### src/hw/rtl/round_robin_task_scheduler_top_defines.svh
// Assertion macros shared by the scheduler RTL.
// Expects signals named clk and rst_n in the scope of each use.
`ifndef ROUND_ROBIN_TASK_SCHEDULER_TOP_DEFINES_SVH
`define ROUND_ROBIN_TASK_SCHEDULER_TOP_DEFINES_SVH

// A property checked at every rising edge outside reset.
`define RRTS_ASSERT(lbl, prop, msg) \
  lbl: assert property (@(posedge clk) disable iff (!rst_n) prop) else $error(msg);

// A condition that must never hold outside reset.
`define RRTS_ASSERT_NEVER(lbl, cond, msg) \
  lbl: assert property (@(posedge clk) disable iff (!rst_n) !(cond)) else $error(msg);

`endif

### src/hw/rtl/rrts_pkg.sv
// Types and command codes for the round-robin task scheduler.
// No dependencies; used by the counter memory and the top level.
package rrts_pkg;

  // Command codes of a request.
  localparam logic [2:0] CMD_TICK  = 3'd0;
  localparam logic [2:0] CMD_START = 3'd1;
  localparam logic [2:0] CMD_STOP  = 3'd2;
  localparam logic [2:0] CMD_READ  = 3'd3;
  localparam logic [2:0] CMD_CLEAR = 3'd4;

  // Status codes of a result.
  localparam logic STAT_OK      = 1'b0;
  localparam logic STAT_NO_TASK = 1'b1;

  // One entry of the counter memory.
  typedef struct packed {
    logic [31:0] switches;
    logic [31:0] runtime;
  } cnt_entry_t;

  // Control of the counter memory.
  typedef struct packed {
    logic rd_en;
    logic wr_en;
    logic clr;
  } mem_ctl_t;

  // Controller states.
  typedef enum logic [1:0] {
    ST_IDLE = 2'b01,
    ST_EXEC = 2'b10
  } state_t;

endpackage

### src/hw/rtl/rrts_pick.sv
// Rotating priority encoder that selects the next running task.
// Depends on no package items; sized by the task count.
module rrts_pick #(
  parameter int N = 16,
  parameter int W = 4
) (
  input  logic [N-1:0] run_flags,
  input  logic [W-1:0] ptr,
  input  logic         ptr_valid,
  output logic         found,
  output logic [W-1:0] sel
);

  logic [W-1:0] start;
  logic [N-1:0] upper;
  logic [W-1:0] sel_upper;
  logic [W-1:0] sel_any;

  // The search begins just after the current task, or at task 0 when none is current.
  always_comb begin
    if (!ptr_valid) begin
      start = '0;
    end else if (ptr == W'(N - 1)) begin
      start = '0;
    end else begin
      start = ptr + W'(1);
    end
  end

  // Running tasks at or above the start position take priority; the rest wrap round,
  // which leaves the current task as the last one tried.
  always_comb begin
    for (int i = 0; i < N; i++) begin
      upper[i] = run_flags[i] && (i >= int'(start));
    end
  end

  // Lowest set bit of each vector.
  always_comb begin
    sel_upper = '0;
    sel_any   = '0;
    for (int i = N - 1; i >= 0; i--) begin
      if (upper[i]) begin
        sel_upper = W'(i);
      end
      if (run_flags[i]) begin
        sel_any = W'(i);
      end
    end
  end

  assign found = |run_flags;
  assign sel   = (|upper) ? sel_upper : sel_any;

endmodule

### src/hw/rtl/rrts_cnt_mem.sv
// Counter memory: runtime and switch counts of every task, with registered reads.
// Depends on rrts_pkg for the entry and control types.
module rrts_cnt_mem #(
  parameter int DEPTH = 16,
  parameter int AW    = 4
) (
  input  logic                clk,
  input  logic                rst_n,
  input  rrts_pkg::mem_ctl_t  ctl,
  input  logic [AW-1:0]       rd_addr,
  input  logic [AW-1:0]       wr_addr,
  input  rrts_pkg::cnt_entry_t wr_data,
  output rrts_pkg::cnt_entry_t rd_data
);

  rrts_pkg::cnt_entry_t mem [DEPTH];
  logic [DEPTH-1:0]     vld_r;
  rrts_pkg::cnt_entry_t rdata_r;
  logic                 rvld_r;

  // Entry valid bits: an entry never written since reset or clear reads as zero.
  always_ff @(posedge clk) begin
    if (!rst_n || ctl.clr) begin
      vld_r <= '0;
    end else if (ctl.wr_en) begin
      vld_r[wr_addr] <= 1'b1;
    end
  end

  // Write port.
  always_ff @(posedge clk) begin
    if (ctl.wr_en) begin
      mem[wr_addr] <= wr_data;
    end
  end

  // Registered read port, with the entry's valid bit sampled alongside.
  always_ff @(posedge clk) begin
    if (ctl.rd_en) begin
      rdata_r <= mem[rd_addr];
      rvld_r  <= vld_r[rd_addr];
    end
  end

  assign rd_data = rvld_r ? rdata_r : '0;

endmodule

### src/hw/rtl/round_robin_task_scheduler_top.sv
// Round-robin task scheduler, top level.
// Requests are taken only in the idle state with the result register free or being
// emptied; the execute state does the update and write back of the counters read on
// acceptance and loads the result register, so a new request waits for the last one.
// Reset (synchronous, rst_n low) stops every task, zeroes the pointer and the tick
// total and invalidates all counter entries at once; no clearing pass is needed.
module round_robin_task_scheduler_top #(
  parameter int NUM_TASKS = 16
) (
  input  logic        clk,
  input  logic        rst_n,
  input  logic        in_valid,
  output logic        in_ready,
  input  logic [2:0]  in_cmd,
  input  logic [3:0]  in_task_index,
  output logic        out_valid,
  input  logic        out_ready,
  output logic        out_status,
  output logic [3:0]  out_current_task,
  output logic        out_current_known,
  output logic        out_switched,
  output logic        out_task_active,
  output logic [31:0] out_task_runtime,
  output logic [31:0] out_task_switches,
  output logic [31:0] out_total_ticks
);

`include "round_robin_task_scheduler_top_defines.svh"

  localparam int PTR_W = (NUM_TASKS > 1) ? $clog2(NUM_TASKS) : 1;

  rrts_pkg::state_t     state_r, state_nxt;
  logic [NUM_TASKS-1:0] flags_r, flags_nxt;
  logic [PTR_W-1:0]     ptr_r, ptr_nxt;
  logic                 ptr_vld_r, ptr_vld_nxt;
  logic [31:0]          tot_r, tot_nxt;

  // Accepted request.
  logic [2:0]           cmd_r;
  logic                 in_range_r;
  logic [PTR_W-1:0]     addr_r;
  logic                 found_r;
  logic                 sw_r;

  // Result register.
  logic                 out_valid_r;
  logic                 out_status_r;
  logic [3:0]           out_cur_r;
  logic                 out_known_r;
  logic                 out_sw_r;
  logic                 out_run_r;
  logic [31:0]          out_rt_r;
  logic [31:0]          out_swc_r;
  logic [31:0]          out_tot_r;

  logic                 in_acc;
  logic                 in_range;
  logic [PTR_W+3:0]     idx_ext;
  logic [PTR_W-1:0]     idx_addr;
  logic [PTR_W-1:0]     addr_nxt;
  logic                 pick_found;
  logic [PTR_W-1:0]     pick_sel;
  logic                 sw;
  logic [PTR_W+3:0]     ptr_ext;

  rrts_pkg::mem_ctl_t   ctl;
  rrts_pkg::cnt_entry_t rd_data;
  rrts_pkg::cnt_entry_t wr_data;

  logic                 res_status;
  logic                 res_sw;
  logic                 res_run;
  logic [31:0]          res_rt;
  logic [31:0]          res_swc;

  // A new request is taken when idle and the result register is free or being emptied.
  assign in_ready = (state_r == rrts_pkg::ST_IDLE) && (!out_valid_r || out_ready);
  assign in_acc   = in_valid && in_ready;

  // Task index decoding.
  assign in_range = {28'd0, in_task_index} < 32'(NUM_TASKS);
  assign idx_ext  = {{PTR_W{1'b0}}, in_task_index};
  assign idx_addr = idx_ext[PTR_W-1:0];

  rrts_pick #(
    .N (NUM_TASKS),
    .W (PTR_W)
  ) u_pick (
    .run_flags (flags_r),
    .ptr       (ptr_r),
    .ptr_valid (ptr_vld_r),
    .found     (pick_found),
    .sel       (pick_sel)
  );

  // A switch happens when the chosen task is not the one already current.
  assign sw       = pick_found && (!ptr_vld_r || (pick_sel != ptr_r));
  assign addr_nxt = (in_cmd == rrts_pkg::CMD_TICK) ? pick_sel : idx_addr;

  rrts_cnt_mem #(
    .DEPTH (NUM_TASKS),
    .AW    (PTR_W)
  ) u_cnt_mem (
    .clk     (clk),
    .rst_n   (rst_n),
    .ctl     (ctl),
    .rd_addr (addr_nxt),
    .wr_addr (addr_r),
    .wr_data (wr_data),
    .rd_data (rd_data)
  );

  // Counter update of the selected task.
  assign wr_data.runtime  = rd_data.runtime + 32'd1;
  assign wr_data.switches = rd_data.switches + {31'd0, sw_r};

  // Controller: read the counters on acceptance, then apply the command.
  always_comb begin
    state_nxt   = state_r;
    flags_nxt   = flags_r;
    ptr_nxt     = ptr_r;
    ptr_vld_nxt = ptr_vld_r;
    tot_nxt     = tot_r;
    ctl         = '0;
    res_status  = rrts_pkg::STAT_OK;
    res_sw      = 1'b0;
    res_run     = 1'b0;
    res_rt      = '0;
    res_swc     = '0;
    case (state_r)
      rrts_pkg::ST_IDLE: begin
        if (in_acc) begin
          state_nxt = rrts_pkg::ST_EXEC;
          ctl.rd_en = 1'b1;
        end
      end
      rrts_pkg::ST_EXEC: begin
        state_nxt = rrts_pkg::ST_IDLE;
        case (cmd_r)
          rrts_pkg::CMD_TICK: begin
            tot_nxt = tot_r + 32'd1;
            if (found_r) begin
              ptr_nxt     = addr_r;
              ptr_vld_nxt = 1'b1;
              ctl.wr_en   = 1'b1;
              res_sw      = sw_r;
            end
          end
          rrts_pkg::CMD_START, rrts_pkg::CMD_STOP: begin
            if (in_range_r) begin
              flags_nxt[addr_r] = (cmd_r == rrts_pkg::CMD_START);
            end else begin
              res_status = rrts_pkg::STAT_NO_TASK;
            end
          end
          rrts_pkg::CMD_READ: begin
            if (in_range_r) begin
              res_run = flags_r[addr_r];
              res_rt  = rd_data.runtime;
              res_swc = rd_data.switches;
            end else begin
              res_status = rrts_pkg::STAT_NO_TASK;
            end
          end
          rrts_pkg::CMD_CLEAR: begin
            tot_nxt     = '0;
            ptr_nxt     = '0;
            ptr_vld_nxt = 1'b0;
            ctl.clr     = 1'b1;
          end
          default: begin
          end
        endcase
      end
      default: begin
        state_nxt = rrts_pkg::ST_IDLE;
      end
    endcase
  end

  // Scheduler state.
  always_ff @(posedge clk) begin
    if (!rst_n) begin
      state_r   <= rrts_pkg::ST_IDLE;
      flags_r   <= '0;
      ptr_r     <= '0;
      ptr_vld_r <= 1'b0;
      tot_r     <= '0;
    end else begin
      state_r   <= state_nxt;
      flags_r   <= flags_nxt;
      ptr_r     <= ptr_nxt;
      ptr_vld_r <= ptr_vld_nxt;
      tot_r     <= tot_nxt;
    end
  end

  // Accepted request fields.
  always_ff @(posedge clk) begin
    if (in_acc) begin
      cmd_r      <= in_cmd;
      in_range_r <= in_range;
      addr_r     <= addr_nxt;
      found_r    <= pick_found;
      sw_r       <= sw;
    end
  end

  // Result valid flag.
  always_ff @(posedge clk) begin
    if (!rst_n) begin
      out_valid_r <= 1'b0;
    end else if (state_r == rrts_pkg::ST_EXEC) begin
      out_valid_r <= 1'b1;
    end else if (out_ready) begin
      out_valid_r <= 1'b0;
    end
  end

  // Pointer reported in four bits.
  assign ptr_ext = {4'd0, ptr_nxt};

  // Result payload, captured as the command completes.
  always_ff @(posedge clk) begin
    if (state_r == rrts_pkg::ST_EXEC) begin
      out_status_r <= res_status;
      out_cur_r    <= ptr_ext[3:0];
      out_known_r  <= ptr_vld_nxt;
      out_sw_r     <= res_sw;
      out_run_r    <= res_run;
      out_rt_r     <= res_rt;
      out_swc_r    <= res_swc;
      out_tot_r    <= tot_nxt;
    end
  end

  assign out_valid         = out_valid_r;
  assign out_status        = out_status_r;
  assign out_current_task  = out_cur_r;
  assign out_current_known = out_known_r;
  assign out_switched      = out_sw_r;
  assign out_task_active   = out_run_r;
  assign out_task_runtime  = out_rt_r;
  assign out_task_switches = out_swc_r;
  assign out_total_ticks   = out_tot_r;

  // Counter writes come only from a tick that found a running task.
  `RRTS_ASSERT(a_wr_only_tick,
    ctl.wr_en |-> (state_r == rrts_pkg::ST_EXEC) && (cmd_r == rrts_pkg::CMD_TICK) && found_r,
    "counter write outside a productive tick")
  // Reads and writes of the counter memory never share a cycle.
  `RRTS_ASSERT_NEVER(a_rd_wr_overlap, ctl.rd_en && ctl.wr_en,
    "counter read and write overlap")
  // A result appears only after a command has executed.
  `RRTS_ASSERT(a_out_after_exec,
    $rose(out_valid_r) |-> $past(state_r == rrts_pkg::ST_EXEC),
    "result without execution")
  // A tick that found a running task leaves a valid pointer.
  `RRTS_ASSERT(a_tick_sets_ptr,
    (state_r == rrts_pkg::ST_EXEC) && (cmd_r == rrts_pkg::CMD_TICK) && found_r |=> ptr_vld_r,
    "pointer not valid after tick")
  // A clear leaves the tick total at zero and no task current.
  `RRTS_ASSERT(a_clear_zeroes,
    (state_r == rrts_pkg::ST_EXEC) && (cmd_r == rrts_pkg::CMD_CLEAR)
      |=> (tot_r == 32'd0) && !ptr_vld_r,
    "clear incomplete")

endmodule
### config.mk
export PLATFORM = sky130hd
export DESIGN_NAME = round_robin_task_scheduler_top
export DESIGN_NICKNAME = d
export VERILOG_FILES = /design/src/hw/rtl/rrts_pkg.sv /design/src/hw/rtl/rrts_pick.sv /design/src/hw/rtl/rrts_cnt_mem.sv /design/src/hw/rtl/round_robin_task_scheduler_top.sv
export VERILOG_INCLUDE_DIRS = /design/src /design/src/hw/rtl
export SDC_FILE = /design/constraint.sdc
export NUM_CORES = 2
export LEC_CHECK = 0
export BUFFER_PORTS_ARGS = -buffer_cell sky130_fd_sc_hd__buf_4
export CORE_UTILIZATION = 31
export CTS_BUF_LIST = sky130_fd_sc_hd__clkbuf_8
export CTS_CLUSTER_DIAMETER = 80
export DETAILED_ROUTE_END_ITERATION = 7
export PLACE_DENSITY_LB_ADDON = 0.15
export SKIP_LAST_GASP = 1
export SLEW_MARGIN = 20
export SYNTH_ARGS = -nofsm -noshare
export SYNTH_HDL_FRONTEND = slang
export SYNTH_HIERARCHICAL = 1
export SYNTH_SLANG_ARGS = --single-unit
### constraint.sdc
create_clock -name clk -period 14.82 [get_ports clk]
set_clock_uncertainty 0.05 [all_clocks]
set_input_delay 2.964 -clock clk [delete_from_list [all_inputs] [get_ports clk]]
set_output_delay 2.964 -clock clk [all_outputs]
set_load 0.02 [all_outputs]
== Word level (Yosys, flattened, before mapping) ==
Memories as Yosys holds them, arrays and structs flattened. A register that Yosys moved wholly into a read port is not among the register bits.
Index checks and enable logic that the tools add are counted.

* Memories: 1
* Bits of input ports: 11
* Register bits after elaboration: 185
* Word-level logic and storage cells: 146
* Output and inout port bits: 106
* Memory bits (writable): 1024

* Bitwise logic cells: 1
* Add/subtract/negate cells: 4
* Reduce and logical (&&, ||, !) cells: 34
* Equality and inequality tests: 8
* Muxes and demuxes: 61
* Magnitude comparators: 18

{| class="wikitable"
|+ Memory list
! name !! words !! bits a word !! read ports !! clocked after memory_dff !! wr ports !! RTL line !! source
|-
| u_cnt_mem.mem || 16 || 64 || 1 || 1 || 1 || rrts_cnt_mem.sv:16 || <nowiki>rrts_pkg::cnt_entry_t mem [DEPTH];</nowiki>
|}

{| class="wikitable"
|+ Operators with widths
! operator !! count
|-
| $mux 4 || 37
|-
| $add 32x1->32 const B || 2
|-
| $mux 64 || 1
|-
| $pmux 32 s2 || 1
|-
| $add 32x1->32 || 1
|-
| $mux 32 || 1
|-
| $reduce_or 16->1 || 2
|-
| $ge 4x4->1 const A || 7
|-
| $logic_and 1x1->1 || 19
|-
| $bwmux 16 || 1
|-
| $ge 3x4->1 const A || 4
|-
| $or 16x16->16 || 1
|-
| $mux 1 || 14
|-
| $lt 4x5->1 const B || 2
|-
| $bmux 1 s4 || 2
|-
| $ge 1x4->1 const A || 2
|-
| $ge 2x4->1 const A || 2
|-
| $pmux 4 s2 || 1
|-
| $eq 3x2->1 const B || 2
|-
| $logic_not 3->1 || 2
|-
| $reduce_and 2->1 || 3
|-
| $add 4x1->4 const B || 1
|-
| $demux 1 s4 || 1
|-
| $eq 4x4->1 const B || 1
|-
| 12 further kinds || 16
|}

== Longest topological paths before layout ==
* Depth after elaboration: 24
* Mapped depth: 16

== Modules after synthesis ==
The synthesis kept the hierarchy.

{| class="wikitable"
|+ By module, submodules not included
! module !! cells an instance !! area an instance (µm²) !! instances
|-
| rrts_cnt_mem || 1763 || 41295.9 || 1
|-
| round_robin_task_scheduler_top || 762 || 8275.4 || 1
|-
| rrts_pick || 122 || 790.8 || 1
|}

== Least setup slack after synthesis ==
Ideal clock, no wire load.

* Path kind: input port to output port
* Start point: in out_ready
* End point: out in_ready
* Path slack: 8182 ps
* Required time: 11806 ps
* Stages: 2
* Arrival: 3624 ps
* Cell sequence: nor2b_1 > nor3b_1

* Word-level cells in the longest chain between the ends: 2

{| class="wikitable"
|+ Ends and longest elaborated chain
! what !! RTL line !! source
|-
| start, declared || round_robin_task_scheduler_top.sv:17 || <nowiki>input logic out_ready,</nowiki>
|-
| $logic_or 1x1->1 || round_robin_task_scheduler_top.sv:77 || <nowiki>assign in_ready = (state_r == rrts_pkg::ST_IDLE) && (!out_valid_r || out_ready);</nowiki>
|-
| $logic_and 1x1->1 || round_robin_task_scheduler_top.sv:77 ||
|-
| end, declared || round_robin_task_scheduler_top.sv:13 || <nowiki>output logic in_ready,</nowiki>
|}

No other way between the ends.

== Worst setup path after layout ==
* Start point: in in_cmd[1]
* End point: reg u_cnt_mem/rdata_r[43] (netlist name)

* Word-level cells in the longest chain between the ends: 2

{| class="wikitable"
|+ Ends and longest elaborated chain
! what !! RTL line !! source
|-
| start, declared || round_robin_task_scheduler_top.sv:14 || <nowiki>input logic [2:0] in_cmd,</nowiki>
|-
| $logic_not 3->1 || round_robin_task_scheduler_top.sv:98 || <nowiki>assign addr_nxt = (in_cmd == rrts_pkg::CMD_TICK) ? pick_sel : idx_addr;</nowiki>
|-
| $mux 4 || round_robin_task_scheduler_top.sv:98 ||
|-
| via addr_nxt[1] || round_robin_task_scheduler_top.sv:60 || <nowiki>logic [PTR_W-1:0] addr_nxt;</nowiki>
|}

The timed path passes the listed nets, and every way through them passes these cells.
A chain may end at the register's enable or synchronous reset.

==> results.yml <==
clocking:
  htree_levels: 4
  cts_setup_buffers: 0
  clock_latency_ns: 0.95
  clk_pin_slew_ns: 0.06
  clk_path_buf_depth: 3
  cts-root-buf: "clkbuf_8"
  hold_buffers: 0
  cts_made_buffers: 215
  cts.sinks: 1273
  ctsResizeCount: 0
  cts_tree: "built"
timing:
  finalCritPeriodShare_pct: 46.1
  hold_viol: 0
  tightest_slew_ns: 1.14
  tns_ns: 0
  slew_viol_final: 0
  max_freq_mhz: 146
  setup-violations-final: 0
  slew_headroom_pct: 23.4
  rsz0062_at_grt: "no"
  layout_min_cycle_time_ns: 6.83
critical_path:
  cp_max_fo: 96
  r2r_end: "u_cnt_mem/rdata_r[43]$_DFFE_PP_"
  crit_path_start_kind: "primary input"
  crit_type: "in -> reg"
  r2r-start: "ptr_r[0]$_SDFF_PN0_"
  reg2reg_depth: 14
  crit_chain: "buf_4 -> nor3_1 -> mux2_8 -> buf_4 -> buf_4 -> mux4_2 -> a22oi_1 -> nand2_1"
  cp_top_family: "buffers and inverters"
  cp.buffers_inverters: 3
  ff2ff_setup_slack_ns: 8.45
  arrival_ns: 7.47
  slowest_delay_ns: 0.90
  required_ns: 15.46
  crit_slowest_cell: "buf_4"
  cp_common_cell: "buf_4"
  end_kind: "flip-flop"
yosys:
  ys.flop_type: "edfxtp_1"
  yosys-top-cells-area: "edfxtp_1 72%, mux4_2 12%, dfxtp_1 2.9%"
  synth_cells: 2647
  ys_seq_elements: 1273
  synth_top_area_share_pct: 71.6
  avgSynthCellArea_sq_um: 19.0
  synth_area_sq_um: 50400
  synth-seq-area-share_pct: 74.5
  synth_fp_nets: 2663
  synth-edff-count: 1201
  synthArstFlopShare_pct: 0
  ys_types: 74
  yosysTopAreaCell: "edfxtp_1"
  ys_warn_count: 6
floorplan:
  die_area_sq_um: 164000
  pin_count: 117
  die_w_um: 405
  core-area_sq_um: 161000
  die_y_um: 405
  fp-row-count: 147
  initial_utilization_pct: 31.3
drt:
  dr.pass1.iters: 5
  vias: 26500
  drt_iter0_markers: 2245
  vias_per_cell: 5.06
  detail-route-antenna-nets: 0
  drc: 0
  wl_um: 138000
  avgRoutedWirePerCell_um: 26.4
cells_and_area:
  drive_above_1_share_pct: 26.0
  final_cells: 5236
  area_growth_pct: 15.6
  fillCellCount: 14900
  final_nets: 2918
place:
  dp.cells: 4845
  port_buffers: 115
  gp_congestion: 0.789
  dp_hpwl_um: 70700
min_path:
  hold_end: "u_cnt_mem/vld_r[3]$_SDFFE_PP0P_"
  min_path_type: "reg -> reg"
  min_path_cells: 1
  hold_start: "u_cnt_mem/vld_r[3]$_SDFFE_PP0P_"
grt:
  grtUsageTotal_pct: 16.9
  grt_max_degree: 97
  antenna_found_initial: 4
  overflow: 0
  grt_pass1_wl_um: 198000
  grt_pass1_vias: 27700
outcome:
  status: "complete, no violations"
pwr:
  finalPower_mw: 7.36
  leakage_nw: 18.9
  peakVddDrop_mv: 0.100
  p_per_area_nw_per_um2: 126
flow_run:
  maxCapViolations: 0
-- registers in the layout, indices dropped and copies added (netlist names), 2 cells and up --
| signal | cells |
|---|---|
| addr_r | 4 |
| cmd_r | 3 |
| flags_r | 16 |
| out_current_task | 4 |
| out_task_runtime | 32 |
| out_task_switches | 32 |
| out_total_ticks | 32 |
| ptr_r | 4 |
| state_r | 2 |
| tot_r | 32 |
| u_cnt_mem/mem | 1024 |
| u_cnt_mem/rdata_r | 64 |
| u_cnt_mem/vld_r | 16 |
-- metal layers --
layer	part of all wire [%]	up-vias	GRT usage [%]	wire, um
met4	1.9	0	4.43	2600
met3	5.1	189	3.13	7060
li1	-	11300	-	-
met5	0	-	0	0
met2	49	837	27.9	67600
met1	44	14100	22.8	61000
-- synthesized netlist by cell type, types with 12 or more instances --
cell and number:
a21oi_1 41, a22oi_1 131, and2_1 146, and3_1 21, and4_1 14, buf_2 34
buf_6 17, clkbuf_1 70, dfxtp_1 72, edfxtp_1 1201, inv_1 24, mux4_2 264
nand2_1 126, nand3_1 41, nand4_1 33, nor2_1 65, nor2b_1 17, nor3_1 20
o211ai_1 12, o21a_1 22, o21ai_0 21, o31ai_1 31, or4_1 18, xnor2_1 42
xor2_1 32
-- cell families (layout without fill, tap and decap cells) --
| group | after synthesis | count (layout) | synth area share, % |
|---|---|---|---|
| AOI/OAI and AO/OA | 305 | 305 | 4.36 |
| xor gates and xnor gates | 74 | 74 | 1.29 |
| adders and majority gates | 5 | 5 | 0.124 |
| buffers and inverters | 162 | 589 | 1.62 |
| DFF | 1273 | 1273 | 74.5 |
| muxes | 278 | 278 | 12.1 |
| other | 1 | 3 | 0.00745 |
| and+or+nand+nor | 549 | 549 | 6.03 |
-- area by class of cell --
cell class	count	area (sq um)	area share, %
inverter	25	93.8	0.161
multi-input combinational	1212	12500	21.5
clock buffer	219	3010	5.18
clock inverter	170	1070	1.84
antenna	2	5.00	0.00859
timing repair buffer	175	1330	2.28
sequential	1273	37500	64.4
tap	2160	2700	4.64
-- how the worst max path moves through the flow --
stage / start / cells after the start / slack, ns / end
floorplan: out_ready / 2 / 8.18 / in_ready
finish: in_cmd[1] / 8 / 7.99 / u_cnt_mem/rdata_r[43]$_DFFE_PP_
CTS: in_cmd[1] / 8 / 7.95 / u_cnt_mem/rdata_r[63]$_DFFE_PP_
detailed placement: in_cmd[1] / 8 / 6.91 / u_cnt_mem/rdata_r[38]$_DFFE_PP_
global placement: in_cmd[1] / 8 / 6.99 / u_cnt_mem/rdata_r[63]$_DFFE_PP_
global route: in_cmd[1] / 8 / 7.64 / u_cnt_mem/rdata_r[19]$_DFFE_PP_
-- layout by cell type, fill, tap and decap left out, types with 6 or more instances in the layout --
cell       count
o211ai_1      12
clkinv_1      60
xnor2_2       33
or4_1         18
o21ai_0       21
mux2i_1        9
clkbuf_8     219
and2_1       144
nand3b_1       6
buf_4        174
clkinv_2      25
dfxtp_1       72
a31oi_1        9
xor2_1        27
nand3_1       41
xnor2_1        9
nand2b_1       8
nor3_1        16
o21a_1        22
nand2_1      126
nand4b_1       6
and3_1        20
nand4_1       33
bufinv_16      9
nor4_1         9
a21oi_1       41
a22oi_1      131
inv_1         80
edfxtp_1    1201
nor2_1        51
nor2_4        13
nor2b_1       13
o31ai_1       31
mux4_2       264
and4_1        14
-- report_power, final --
group / internal [mW] / switching (mW)
sequential: 3.98 / 0.0117
combinational: 0.128 / 0.230
clock: 1.55 / 1.46
total: 5.65 / 1.71
-- stage by stage --
| stage | hold slack, ns | util [%] | cell area (sq um) | worst slack [ns] |
|---|---|---|---|---|
| 4_1_cts | 0.418 | 36.0 | 58000 | 7.95 |
| 6_report | 0.414 | 36.2 | 58200 | 7.99 |
| 2_1_floorplan | 0.385 | - | 50400 | 8.18 |
| 5_1_grt | 0.428 | 36.2 | 58200 | 7.64 |
| 3_5_place_dp | 0.403 | 33.5 | 53900 | 6.91 |
| 3_3_place_gp | 0.391 | 33.5 | 53800 | 6.99 |
Power figures use the tool's default switching activity.
